==> config.mk <==
export PLATFORM = sky130hd
export DESIGN_NAME = pcs_div
export DESIGN_NICKNAME = d
export VERILOG_FILES = /design/src/rtl/pcs_pkg.sv /design/src/rtl/pcs_div.sv
export SDC_FILE = /design/constraint.sdc
export NUM_CORES = 1
export LEC_CHECK = 0
export BUFFER_PORTS_ARGS = -buffer_cell sky130_fd_sc_hd__clkbuf_2
export CAP_MARGIN = 20
export CORE_MARGIN = 1
export CORE_UTILIZATION = 48
export CTS_BUF_LIST = sky130_fd_sc_hd__clkbuf_16
export CTS_CLUSTER_DIAMETER = 120
export DETAILED_ROUTE_END_ITERATION = 6
export GPL_TIMING_DRIVEN = 1
export PLACE_DENSITY_LB_ADDON = 0.3
export SETUP_SLACK_MARGIN = 0.4
export SYNTH_ARGS = -nofsm -noshare
export SYNTH_HDL_FRONTEND = slang
export SYNTH_SLANG_ARGS = --single-unit
==> constraint.sdc <==
create_clock -name clk -period 1.6 [get_ports clk]
set_input_delay 0.16 -clock clk [delete_from_list [all_inputs] [get_ports clk]]
set_output_delay 0.16 -clock clk [all_outputs]
set_load 0.03 [all_outputs]
==> src/rtl/pcs_pkg.sv <==
`default_nettype none
package pcs_pkg;

  localparam int PIXEL_BITS = 8;
  localparam int NUM_BINS   = 1 << PIXEL_BITS;
  localparam int COUNT_BITS = 23;
  localparam int CUM_BITS   = COUNT_BITS + PIXEL_BITS;
  localparam int RATIO_BITS = 16;
  localparam int NEED_BITS  = RATIO_BITS + COUNT_BITS;
  localparam int CMP_BITS   = CUM_BITS + RATIO_BITS;
  localparam int ADDR_BITS  = 4;

  localparam logic [COUNT_BITS-1:0] COUNT_MAX = {COUNT_BITS{1'b1}};

  // Register indexes on the configuration port.
  localparam logic [1:0] REG_LOW_RATIO  = 2'd0;
  localparam logic [1:0] REG_HIGH_RATIO = 2'd1;
  localparam logic [1:0] REG_OUT_LOW    = 2'd2;
  localparam logic [1:0] REG_OUT_HIGH   = 2'd3;

  // Item opcodes and result kinds.
  localparam logic OP_ACCUMULATE = 1'b0;
  localparam logic OP_MAP        = 1'b1;
  localparam logic KIND_PIXEL    = 1'b0;
  localparam logic KIND_REPORT   = 1'b1;

  typedef struct packed {
    logic       opcode;
    logic [7:0] pixel_in;
    logic       frame_last;
  } in_item_t;

  typedef struct packed {
    logic       kind;
    logic [7:0] pixel_out;
    logic [7:0] low_bound;
    logic [7:0] high_bound;
    logic       status;
    logic       last_out;
  } out_item_t;

  typedef struct packed {
    logic                  en;
    logic [PIXEL_BITS-1:0] addr;
    logic [COUNT_BITS-1:0] data;
  } hist_wr_t;

endpackage
`default_nettype wire

==> src/rtl/pcs_div.sv <==
`default_nettype none
module pcs_div (
  input  wire logic        clk,
  input  wire logic        rst_n,
  input  wire logic        start,
  input  wire logic [15:0] num,
  input  wire logic [7:0]  den,
  output logic             done,
  output logic      [15:0] quot
);
  import pcs_pkg::*;

  logic [15:0] quot_r, quot_nxt;
  logic [8:0]  rem_r, rem_nxt;
  logic [7:0]  den_r;
  logic [4:0]  cnt_r, cnt_nxt;
  logic        busy_r, busy_nxt;
  logic        done_r, done_nxt;

  // One restoring step per cycle, most significant bit first.
  always_comb begin
    logic [8:0] shifted;
    shifted  = {rem_r[7:0], quot_r[15]};
    quot_nxt = {quot_r[14:0], 1'b0};
    rem_nxt  = shifted;
    cnt_nxt  = cnt_r;
    busy_nxt = busy_r;
    done_nxt = 1'b0;
    if (start) begin
      quot_nxt = num;
      rem_nxt  = '0;
      cnt_nxt  = 5'd16;
      busy_nxt = 1'b1;
    end else if (busy_r) begin
      if (shifted >= {1'b0, den_r}) begin
        rem_nxt     = shifted - {1'b0, den_r};
        quot_nxt[0] = 1'b1;
      end
      cnt_nxt = cnt_r - 5'd1;
      if (cnt_r == 5'd1) begin
        busy_nxt = 1'b0;
        done_nxt = 1'b1;
      end
    end else begin
      quot_nxt = quot_r;
      rem_nxt  = rem_r;
    end
  end

  always_ff @(posedge clk) begin
    if (!rst_n) begin
      busy_r <= 1'b0;
      done_r <= 1'b0;
      cnt_r  <= '0;
    end else begin
      busy_r <= busy_nxt;
      done_r <= done_nxt;
      cnt_r  <= cnt_nxt;
    end
    quot_r <= quot_nxt;
    rem_r  <= rem_nxt;
    if (start) begin
      den_r <= den;
    end
  end

  assign done = done_r;
  assign quot = quot_r;

endmodule
`default_nettype wire

# Word level (Yosys, flattened, before mapping)
# Index checks and enable logic that the tools add are counted.
[classes]
n_addsub = 2
magnitude_cmp = 1
eq_ne = 1
muxes = 11
n_bitwise = 2
n_reduce_logical = 3
[ops]
columns = ["operator", "n"]
rows = [
  ["$mux 16", 1],
  ["$mux 15", 1],
  ["$mux 5", 2],
  ["$ge 9x8->1", 1],
  ["$mux 8", 1],
  ["$sub 8x8->8", 1],
  ["$mux 1", 6],
  ["$eq 5x1->1 const B", 1],
  ["$sub 5x1->5 const B", 1],
  ["$reduce_or 3->1", 1],
  ["$not 1->1", 2],
  ["$reduce_bool 2->1", 1],
  ["$reduce_or 2->1", 1],
]
[word_totals]
register_bits = 39
input_bits = 27
output_inout_bits = 17
elab_cells = 27

# Logic depth before layout (Yosys ltp)
# Gate-level depths: netlist of the first run.
[logic_depth]
word_depth = 4
ltp_mapped = 8
depth_no_buf = 8

# Worst setup path after synthesis of the first run
# OpenSTA, ideal clock, no wires.
[synth_path]
path_type = "reg-to-reg"
startpoint = "reg quot_r[15], in the netlist quot[15]"
endpoint = "reg rem_r[6]"
setup_time_ns = 0.084
arrival_time_ns = 1.918
required_time_ns = 1.516
path_slack_ns = -0.402
path_stages_with_launch = 9
path_buffers = 0
period_less_slack_ns = 2.002
path_cell_list = "edfxtp_1 > inv_1 > ha_1 > fa_1 > nand2b_1 > a21oi_1 > nand3_1 > and4_1 > o31ai_2"
[synth_via]
elab_chain_len = 2
word_cells_on_any_way = 3
classes_between = "add/sub: 1; order compare: 1; mux: 1"
[synth_rtl]
columns = ["item", "line_no", "text"]
rows = [
  ["start: declaration", "pcs_div.sv:13", "logic [15:0] quot_r, quot_nxt;"],
  ["start signal: assignment", "pcs_div.sv:60", "quot_r <= quot_nxt;"],
  ["$sub 8x8->8 / $ge 9x8->1 (equally long branches)", "pcs_div.sv:36, pcs_div.sv:35", ""],
  ["$mux 8 (*)", "pcs_div.sv:35", "if (shifted >= {1'b0, den_r}) begin"],
  ["end signal: assignment", "pcs_div.sv:61", "rem_r <= rem_nxt;"],
  ["end: declaration", "pcs_div.sv:14", "logic [8:0] rem_r, rem_nxt;"],
]
# Mark *: on every way between the ends. The rest lies on a longest branch, timed or not.
# A chain may end at the register's enable or synchronous reset.

# Worst setup path after layout of the first run
# Ends and elaborated chain as after synthesis.

==> results of run 1 <==
worst paths after layout:
kind         startpoint  cells after the start        to  slack, ps
min reg2reg    rem_r[6]                      3  rem_r[6]        560
min              den[1]                      1  den_r[1]         60
max reg2reg    quot[15]                      8  rem_r[6]       -190
max            quot[15]                      8  rem_r[6]       -190
cell usage in the layout (no fill, tap or decap), types with 5 or more instances in the layout:
| cell | instances |
|---|---|
| buf_4 | 31 |
| clkbuf_2 | 42 |
| ha_4 | 5 |
| inv_1 | 13 |
| edfxtp_1 | 24 |
| ha_1 | 5 |
| nor2_1 | 13 |
| clkbuf_16 | 5 |
| dfxtp_1 | 13 |
| nand2_1 | 11 |
| mux2_2 | 17 |
layout make-up:
cell class,count,area (um2),share of cell area
clock buffers,5,125.1,0.04527
clock inverters,3,12.51,0.004527
inverters,15,58.81,0.02128
multi-input cells,114,1013,0.3667
flip-flops and latches,39,1026,0.3712
well taps,48,60.06,0.02173
repair buffers,75,467.9,0.1693
sequential cells by signal, summed over array words and instances (netlist names):
signal,count
busy_r,1
cnt_r,5
den_r,8
done,1
quot,16
rem_r,8
cell families (layout without fill, tap and decap cells):
| group | Yosys count | after routing | share of synthesized area |
|---|---|---|---|
| xor gates and xnor gates | 9 | 9 | 0.03987 |
| AOI/OAI and AO/OA | 26 | 27 | 0.09937 |
| and+or+nand+nor | 47 | 47 | 0.1190 |
| adders and majority gates | 11 | 11 | 0.07342 |
| DFF | 39 | 39 | 0.5165 |
| buffers and inverters | 19 | 98 | 0.03987 |
| muxes | 20 | 20 | 0.1120 |
what timing repair did:
| action | in CTS | in global routing |
|---|---|---|
| cloned | 1 | 0 |
| resized for setup | 9 | 13 |
| pin swaps | 5 | 5 |
| setup buffers | 3 | 4 |
| setup endpoints to repair | 10 | 30 |
worst register-to-register path: stages (launching register included):
cell	delay [ps]
edfxtp_1	390
inv_2	80
ha_4	130
fa_2	190
nand2b_4	130
a21oi_2	50
or4_1	400
and4_1	180
o31ai_2	160
metal layers:
layer	track usage	part of all wire	vias up
met5	0	0	-
met4	0.06915	0.015	0
met3	0.06207	0.052	7
met2	0.3176	0.49	38
met1	0.2811	0.44	710
li1	-	-	773
power by group:
| group | leakage, nW | switching [mW] | internal [mW] |
|---|---|---|---|
| clock network | 0.0762 | 0.353 | 0.562 |
| logic | 0.764 | 0.351 | 0.303 |
| registers | 0.363 | 0.0466 | 1.16 |
| total | 1.20 | 0.750 | 2.03 |
==> impl_metrics.csv, run 1 <==
group,metric,value,unit
placed_design,dpl.hpwl,2.934,mm
synthesis,yosysMostFrequentCell,"edfxtp_1",
final_layout,syn_to_final_growth,39.81,%
die,chipHeight,66.18,um
timing,fmax,0.5571,GHz
worst_setup_path,slowest_delay,400,ps
synthesis,ys_types,39,
timing,worst_pin_slew,277.9,ps
clocking,clock-sinks,39,
timing,rsz0062_at_grt,"true",
synthesis,ys_seq_area_frac,0.5165,
timing,whs,56.96,ps
power,p_leak,1.203,nW
die,fp.dieW,66.18,um
placed_design,placedCellCount,283,
route,totalWireLength,4.250,mm
timing,timing.final.ws_setup,-195.0,ps
final_layout,drive_gt1_frac,0.5179,
final_layout,utilization,0.7276,
placed_design,pre_cts_slack,-251.2,ps
placed_design,gp_congestion,0.7530,
worst_setup_path,endpoint_kind,"flop",
synthesis,synth.largest_area_cell,"edfxtp_1",
synthesis,syn-cell-area,1977,um2
synthesis,avgSynthCellArea,11.56,um2
grt,grt_max_degree,17,
final_layout,final_cell_count_no_fill,299,
route,routed-via-count,1528,
grt,grt-ovfl-total,0,
die,boundaryPins,44,
worst_setup_path,path_class,"reg -> reg",
clocking,cts-htree-levels,2,
clocking,cts_max_path_buffers,2,
worst_setup_path,cp.required,1800,ps
run_status,status,"finished, violations left",
power,power.total,2.778,mW
route,via_per_inst,5.110,
timing,setup_tns,-1045,ps
synthesis,synth_ff_type,"edfxtp_1",
placed_design,place_area,2467,um2
die,die_area,4379,um2
worst_setup_path,slowest_stage,"or4_1",
synthesis,synthTopCellsByArea,"edfxtp_1, dfxtp_1, mux2_2",
synthesis,syn-num-nets,209,
synthesis,synth_edf_count,24,
synthesis,ys_ff_latch,39,
grt,grt_pass1_wl,6.665,mm
timing,hold_viol,0,
final_layout,final_area,2764,um2
clocking,cts_buffers,5,
timing,finClkSkew,3.765,ps
synthesis,synth_cells,171,
run_status,violations,"setup timing",
flow_run,drv_cap,0,
clocking,clkSlewWorstSetupHoldPaths,50,ps
clocking,clock_latency,280,ps
clocking,clockRootBuffer,"clkbuf_16",
grt,grt_pass1_vias,1482,
synthesis,yosys.area.top_type_share,0.3646,
placed_design,io_buffers,43,
worst_setup_path,cp_top_family,"simple AND/OR/NAND/NOR gates",
final_layout,num_antenna_cells,0,
clocking,cts_tree,"built",
final_layout,nFillCells,263,
power,p_per_area,1005,nW/um2
die,initial_core_util,0.5204,
timing,maxSlewViolCount,0,
route,drtPass1Iterations,4,
worst_setup_path,crit_path_cell_trace,"inv_2 > ha_4 > fa_2 > nand2b_4 > a21oi_2 > or4_1 > and4_1 > o31ai_2",
die,fp-row-count,22,
synthesis,netlist_top_cells_count,"edfxtp_1, mux2_2, dfxtp_1, inv_1, nor2_1",
power,ir_drop,0.001088,V
worst_setup_path,start_kind,"flop",
timing,maxSlewHeadroom,0.8147,
synthesis,yosysWarnings,0,
synthesis,async_flop_share,0,
clocking,postCtsHoldBufs,0,
final_layout,nets,288,
die,core_area,3799,um2
worst_setup_path,crit_buf_inv,1,
route,wire_per_inst,14.21,um
grt,antenna_found_initial,0,
worst_setup_path,cp.arrival,1990,ps
route,drtIter0Drc,76,
timing,period_share,1.122,
grt,grt_usage,0.2080,
worst_setup_path,cp_max_fo,3,
timing,period_needed,1795,ps
timing,setup_viol,9,
hold_path,hold_class,"in -> reg",
route,antenna_left,0,
route,drc,0,
No activity file was read; power rests on OpenSTA's default activity.
==> run 2: changes to the inputs <==
--- a/config.mk
+++ b/config.mk
@@ -8,9 +8,9 @@
 export BUFFER_PORTS_ARGS = -buffer_cell sky130_fd_sc_hd__clkbuf_2
 export CAP_MARGIN = 20
 export CORE_MARGIN = 1
-export CORE_UTILIZATION = 48
+export CORE_UTILIZATION = 26
 export CTS_BUF_LIST = sky130_fd_sc_hd__clkbuf_16
-export CTS_CLUSTER_DIAMETER = 120
+export CTS_CLUSTER_DIAMETER = 50
 export DETAILED_ROUTE_END_ITERATION = 6
 export GPL_TIMING_DRIVEN = 1
 export PLACE_DENSITY_LB_ADDON = 0.3
==> impl_metrics.csv, run 2 (same netlist as run 1, synthesis figures left out) <==
group,metric,value,unit
run_status,status,"finished, violations left",
run_status,violations,"setup timing",
power,switching_power,811.1,uW
placed_design,io_buffers,43,
grt,grt_usage,0.1329,
timing,finClkSkew,5.968,ps
final_layout,layout_common_cells,"clkbuf_2, buf_4, edfxtp_1, mux2_2",
power,clockPowerShare,0.333,
timing,timing.final.ws_setup,-293.9,ps
route,totalWireLength,4.754,mm
clocking,cts-htree-levels,2,
route,drtPass1Iterations,4,
timing,period_needed,1894,ps
worst_setup_path,endpoint_kind,"flop",
worst_setup_path,endpoint,"rem_r[6]",
clocking,clock_latency,280,ps
timing,period_share,1.184,
clocking,cts_buffers,5,
timing,maxSlewHeadroom,0.7640,
placed_design,gp_congestion,0.7316,
timing,worst_pin_slew,354.0,ps
power,p_leak,1.226,nW
placed_design,place_area,2531,um2
final_layout,drive_gt1_frac,0.5613,
power,switching_share,0.2819,
worst_setup_path,reg2reg_depth,8,
final_layout,final_area,2965,um2
timing,maxSlewViolCount,0,
power,comb_power_share,0.246,
die,fp.dieW,89.20,um
die,die_area,7956,um2
grt,grt_pass1_vias,1566,
power,seq_power_share,0.422,
worst_setup_path,rrSetupSlack,-290,ps
grt,grt_pass1_wl,7.859,mm
die,fp-row-count,31,
grt,grt-ovfl-total,0,
clocking,clkSlewWorstSetupHoldPaths,60,ps
route,drc,0,
worst_setup_path,start_kind,"flop",
timing,hold_viol,0,
worst_setup_path,startpoint,"quot[15]",
hold_path,hold_class,"in -> reg",
flow_run,drv_cap,0,
clocking,clockRootBuffer,"clkbuf_16",
grt,grt_max_degree,19,
route,wire_per_inst,13.51,um
worst_setup_path,cp.arrival,2090,ps
power,p_int,2.066,mW
worst_setup_path,cp.required,1800,ps
die,core_area,7292,um2
placed_design,dpl.hpwl,3.198,mm
die,initial_core_util,0.2711,
worst_setup_path,r2r-start,"quot[15]",
final_layout,syn_to_final_growth,50.00,%
route,routed-via-count,1534,
route,drtIter0Drc,43,
die,chipHeight,89.20,um
route,via_per_inst,4.358,
grt,antenna_found_initial,0,
die,boundaryPins,44,
placed_design,placedCellCount,334,
clocking,cts_tree,"built",
worst_setup_path,cp_max_fo,2,
timing,fmax,0.5280,GHz
route,antenna_left,0,
hold_path,hold_start,"den[5]",
worst_setup_path,r2r-end,"rem_r[6]",
power,ir_drop,0.0006144,V
final_layout,final_cell_count_no_fill,352,
power,power.total,2.877,mW
final_layout,final_common_cell,"clkbuf_2",
power,p_per_area,970.1,nW/um2
clocking,postCtsHoldBufs,0,
clocking,cts_max_path_buffers,2,
final_layout,nets,290,
timing,setup_viol,9,
clocking,clock-sinks,39,
final_layout,num_antenna_cells,0,
timing,whs,50.82,ps
timing,rsz0062_at_grt,"true",
final_layout,largest_reg_flops,16,
worst_setup_path,path_class,"reg -> reg",
run 2: cell count changes in the layout (fill, tap and decap cells not counted), sizes merged:
cell      change
buf           +2
inv           -2
clkinv        +1
clkinvlp      +1
run 2: stage by stage:
step,setup slack (ps),util,TNS (ps)
6_report,-293.9,0.4067,-1300
5_1_grt,-378.8,0.4067,-1939
4_1_cts,-274.5,0.3977,-1351
3_5_place_dp,-273.6,0.3471,-1654
3_3_place_gp,-298.6,0.3471,-1419
2_1_floorplan,-314.9,-,-1594
run 2: repair_timing:
item / CTS / global route
cloned: 1 / 0
setup buffers: 8 / 1
setup endpoints to repair: 28 / 14
resized for setup: 38 / 12
pin swaps: 11 / 10
run 2: area by class of cell:
type / count / area (um2)
well taps: 99 / 123.9
clock buffers: 5 / 125.1
multi-input cells: 114 / 1115
repair buffers: 77 / 504.2
clock inverters: 3 / 15.01
fillers: 737 / 4327
flip-flops and latches: 39 / 1023
inverters: 15 / 58.81
run 2: worst min-delay path by stage:
stage                to  cells past startpoint
3_3_place_gp   den_r[5]                      1
4_1_cts        den_r[5]                      1
6_report       den_r[5]                      1
5_1_grt        den_r[6]                      1
2_1_floorplan  den_r[0]                      0
3_5_place_dp   den_r[7]                      1
run 2: power by group through the flow:
stage                     logic [mW]  registers (mW)  clock network [mW]
after detailed placement       0.580            1.23                   0
final                          0.706            1.21               0.958
after floorplan                0.286            1.31                   0
after global routing           0.767            1.22                1.03
after global placement         0.582            1.23                   0
after CTS                      0.680            1.21               0.990
run 2: worst max-delay path, cell delays in order (launching register included):
cell and delay [ps]:
edfxtp_1 410, inv_2 90, ha_4 130, fa_2 200, nand2b_4 130, a21oi_2 50
or4_1 400, and4_4 180, o31ai_4 230
run 2: layer usage:
| metal | vias up | share of wire | GRT usage |
|---|---|---|---|
| met4 | 0 | 0.016 | 0.05195 |
| met5 | - | 0 | 0 |
| met2 | 38 | 0.44 | 0.2006 |
| met1 | 713 | 0.48 | 0.1781 |
| li1 | 776 | - | - |
| met3 | 7 | 0.058 | 0.04063 |
